===== src/design/ehmc_ram.sv =====
// Generic simple dual-port RAM: one write port, one read port, registered read.
`default_nettype none

module ehmc_ram #(
	parameter int WIDTH = 8,
	parameter int DEPTH = 16
) (
	input  wire logic                     clk,
	input  wire logic                     we,
	input  wire logic [$clog2(DEPTH)-1:0] waddr,
	input  wire logic [WIDTH-1:0]         wdata,
	input  wire logic [$clog2(DEPTH)-1:0] raddr,
	output logic      [WIDTH-1:0]         rdata
);

	logic [WIDTH-1:0] mem [DEPTH];

	// Write and register the read word
	always_ff @(posedge clk) begin
		if (we) begin
			mem[waddr] <= wdata;
		end
		rdata <= mem[raddr];
	end

endmodule

`default_nettype wire


===== config.mk =====
export PLATFORM = sky130hd
export DESIGN_NAME = ehmc_ram
export DESIGN_NICKNAME = d
export VERILOG_FILES = /design/src/design/ehmc_ram.sv
export SDC_FILE = /design/constraint.sdc
export NUM_CORES = 1
export LEC_CHECK = 0
export BUFFER_PORTS_ARGS = -buffer_cell sky130_fd_sc_hd__buf_2
export CORE_MARGIN = 1
export CORE_UTILIZATION = 50
export CTS_CLUSTER_DIAMETER = 60
export DETAILED_ROUTE_END_ITERATION = 8
export PLACE_DENSITY_LB_ADDON = 0.1
export SETUP_SLACK_MARGIN = 0.15
export SKIP_LAST_GASP = 1
export SYNTH_ARGS = -nofsm -noshare
export SYNTH_HDL_FRONTEND = slang
export SYNTH_SLANG_ARGS = --single-unit
export TNS_END_PERCENT = 20

===== constraint.sdc =====
create_clock -name clk -period 1.8 [get_ports clk]
set_clock_uncertainty 0.2 [all_clocks]
set_input_delay 0.18 -clock clk [delete_from_list [all_inputs] [get_ports clk]]
set_output_delay 0.18 -clock clk [all_outputs]
set_load 0.01 [all_outputs]

# Word-level counts from Yosys, hierarchy flattened
# Memory sizes are Yosys's and may differ from the RTL's. A register that Yosys moved wholly into a read port is not among the register bits.
# Cells that the tools add are included.
[word_totals] regBits=0 latch_bits=0 ramBits=128 romBits=0 in_bits=18 output_inout_bits=8 memories=1
[mem_list] name="mem" depth=16 word_bits=8 read_ports=1 rd_ports_with_merged_regs=1 write_ports=1 line="16" text="logic [WIDTH-1:0] mem [DEPTH];"
[op_classes] n_addsub=0 n_mul=0 div=0 magnitude_cmp=0 eq_ne=0 n_shift=0 mux=2 bitwise=0 n_reduce_logical=0
[ops] operator="1-bit 2-to-1 mux" n=2

# Depth between registers and ports, before layout
[depth] word_depth=2 mapped_depth=5 ltp_nobuf=3

# Least setup slack after synthesis
# OpenSTA, ideal clock, no wires.
[synth_path] path_kind="input to register" start="input port waddr[2]" end="memory mem[0][0] (enable)" arrival_ps=1290 t_required_ps=1217 path_slack_ps=-73 cell_stages=2 n_path_buf=0 cell_sequence="or3b_2 > nor3_1"
[synth_lines] item="start: declaration" line="10" text="input wire logic [$clog2(DEPTH)-1:0] waddr,"
[synth_lines] item="end: declaration" line="16"
# Straight into the memory's write port.

==> impl_metrics.py <==
metrics = {
    "layout": {
        "layout-drive-gt1-share": 0.326,
        "area_growth_pct": 21.6,
        "nNetsFinal": 318,
        "final_common_cell": "edfxtp_1",
        "final_cell_mix": "edfxtp_1 (128), buf_2 (25), buf_4 (25)",
        "diodes": 0,
        "fin_cells": 446,
        "n_fill_cell": 672,
    },
    "synth": {
        "ys_warn_count": 0,
        "seq_area_frac_synth": 0.778,
        "ys_types": 19,
        "synth_nets": 247,
        "syn_avg_cell_area_sq_um": 22.5,
        "netlist_instances": 229,
        "synth_seq_cells": 136,
        "syn-cell-area_sq_mm": 0.00515,
    },
    "clocking": {
        "numCtsBuffers": 17,
        "clockBufferDepth": 2,
        "clk_pin_slew_ns": 0.06,
        "clockRootBuffer": "clkbuf_8",
        "cts_tree": "done",
        "post_cts_buffers": 0,
        "numClockSinks": 136,
        "cts_max_level": 4,
        "clock_latency_ns": 0.51,
    },
    "placement": {
        "globalplace.congestion": 0.752,
        "port_buffers": 25,
        "pre_cts_slack_ns": -0.0333,
        "dp_hpwl_um": 6400,
        "placedCellCount": 404,
    },
    "global_route": {
        "grt_max_degree": 33,
        "grt_overflow": 0,
        "grt_pass1_wl_um": 14400,
        "gr-usage-all-layers": 0.203,
        "grt_pass1_vias": 2496,
        "antenna_found_initial": 0,
    },
    "sta": {
        "setup_viol": 0,
        "worstMarginPinSlew_ns": 0.764,
        "fin_tns_setup_ns": 0,
        "maxSlewViolCount": 0,
        "post-route-period-util": 0.870,
        "max_freq_mhz": 638,
        "rsz0062_at_grt": "no",
        "hold_viol_final": 0,
        "finalCriticalPeriod_ns": 1.57,
        "final.setup.worst_slack_ns": 0.234,
        "relSlewSlack": 0.489,
    },
    "detailed_routing": {
        "avgViaCountPerCell": 5.64,
        "postRouteAntennaNets": 0,
        "vias": 2517,
        "wl_per_cell_um": 21.7,
        "drt-total-wl_um": 9670,
        "first_pass_iters": 4,
        "drc": 0,
        "drtIter0Drc": 182,
    },
    "floorplanning": {
        "start_util": 0.522,
        "core-area_sq_mm": 0.00986,
        "die_h_um": 103,
        "die_w_um": 103,
        "io_pins": 26,
        "row_count": 36,
        "dieArea_sq_mm": 0.0107,
    },
    "setup_path": {
        "r2r-start": "mem[10][4]",
        "cp_max_fo": 1,
        "crit_path_end_kind": "flip-flop",
        "path_buf_inv": 0,
        "crit_path_top_delay_cell": "mux4_1",
        "critical_path_class": "reg2reg",
        "crit_path_start": "mem[10][4]",
        "critical_path.cell_chain": "mux4_1, a22oi_1, nand2_1",
        "cp_slowest_stage_delay_ns": 0.50,
        "arrival_ns": 1.75,
        "required_ns": 1.99,
        "startpoint_type": "flip-flop",
        "path_delay_family": "multiplexers",
    },
    "power_and_ir_drop": {
        "seq_power_share": 0.498,
        "switching_share": 0.206,
        "leakage_nw": 2.15,
        "powerDensity_mw_per_mm2": 1140,
        "ir_worst_vdd_mv": 0.583,
        "pwr-share-comb": 0.050,
        "power.switching_mw": 1.48,
        "internal-power_mw": 5.68,
        "clkPwrFrac": 0.453,
    },
    "min_path": {
        "worstHoldStart": "raddr[2]",
        "min_path_type": "in2reg",
    },
    "flow_run": {
        "cap_violations": 0,
    },
    "status": {
        "status": "finished, final reports clean",
    },
}
## tightest hold or removal path, cell delays in order
cell     delay (ns)
buf_2          0.11
nor2b_1        0.16
a22oi_1        0.20
nand2_1        0.06
## state kept, by name (all words and copies together), names as in the netlist
name,count
mem,128
rdata,8
## through the flow
stage          instance area, sq um  power (mW)  utilization  hold slack [ns]
2_1_floorplan                  5150        3.81            -           0.0789
3_3_place_gp                   5590        3.97        0.566            0.372
3_5_place_dp                   5590        3.97        0.566            0.379
4_1_cts                        6250        7.22        0.634           0.0339
5_1_grt                        6260        7.38        0.634           0.0587
6_report                       6260        7.16        0.634           0.0592
## logic make-up after synthesis
family	Yosys count	share of synthesized area
AOI/OAI and AO/OA	16	0.0233
buffers and inverters	10	0.0168
DFF	136	0.778
muxes	32	0.150
and+or+nand+nor	35	0.0318
## power by group through the flow
| stage | Combinational (mW) | Clock (mW) | Sequential (mW) |
|---|---|---|---|
| floorplan | 0.180 | 0 | 3.63 |
| global placement | 0.339 | 0 | 3.63 |
| detailed placement | 0.342 | 0 | 3.63 |
| CTS | 0.360 | 3.30 | 3.56 |
| global route | 0.386 | 3.43 | 3.57 |
| finish | 0.355 | 3.24 | 3.56 |
## path summary, 6_finish.rpt
| check | endpoint | slack [ns] | cells past startpoint |
|---|---|---|---|
| setup / recovery | rdata[4] | 0.23 | 3 |
| hold / removal | rdata[1] | 0.06 | 4 |
| setup reg to reg | rdata[4] | 0.23 | 3 |
| hold reg to reg | rdata[3] | 0.48 | 3 |
## metal layers
layer	global-route usage	share of wire	vias to the layer above
met5	0	0	-
met4	0.0769	0.0072	0
met3	0.0565	0.048	9
met2	0.309	0.49	72
met1	0.282	0.46	1315
li1	-	-	1121
## cells in the mapped netlist
master	count	area share
nor2b_1	1	0.0012
buf_4	1	0.0015
or3b_2	1	0.0017
nand2_1	9	0.0066
buf_6	3	0.0066
edfxtp_1	128	0.75
a22oi_1	16	0.023
nand3b_1	2	0.0029
mux4_1	14	0.071
nand2b_1	2	0.0024
and2b_1	1	0.0015
nor3_1	4	0.0039
nor2_1	13	0.0095
dfxtp_1	8	0.031
nand3_1	1	0.00097
clkdlybuf4s25_2	3	0.0058
and2_1	1	0.0012
mux4_2	18	0.079
buf_2	3	0.0029
## final cells by class
| type | count | area (sq um) | area share |
|---|---|---|---|
| well taps | 133 | 166 | 0.0266 |
| clock buffers | 18 | 418 | 0.0668 |
| flip-flops and latches | 136 | 4000 | 0.640 |
| multi-input cells | 83 | 1070 | 0.171 |
| clock inverters | 14 | 150 | 0.0240 |
| repair buffers | 62 | 453 | 0.0724 |
## repair_timing
item / in CTS / in global routing
hold endpoints to repair: 133 / 0
gates resized for setup: 0 / 1
endpoints found under the setup margin: 0 / 1
hold buffers: 10 / 0
Power figures use the tool's default switching activity.
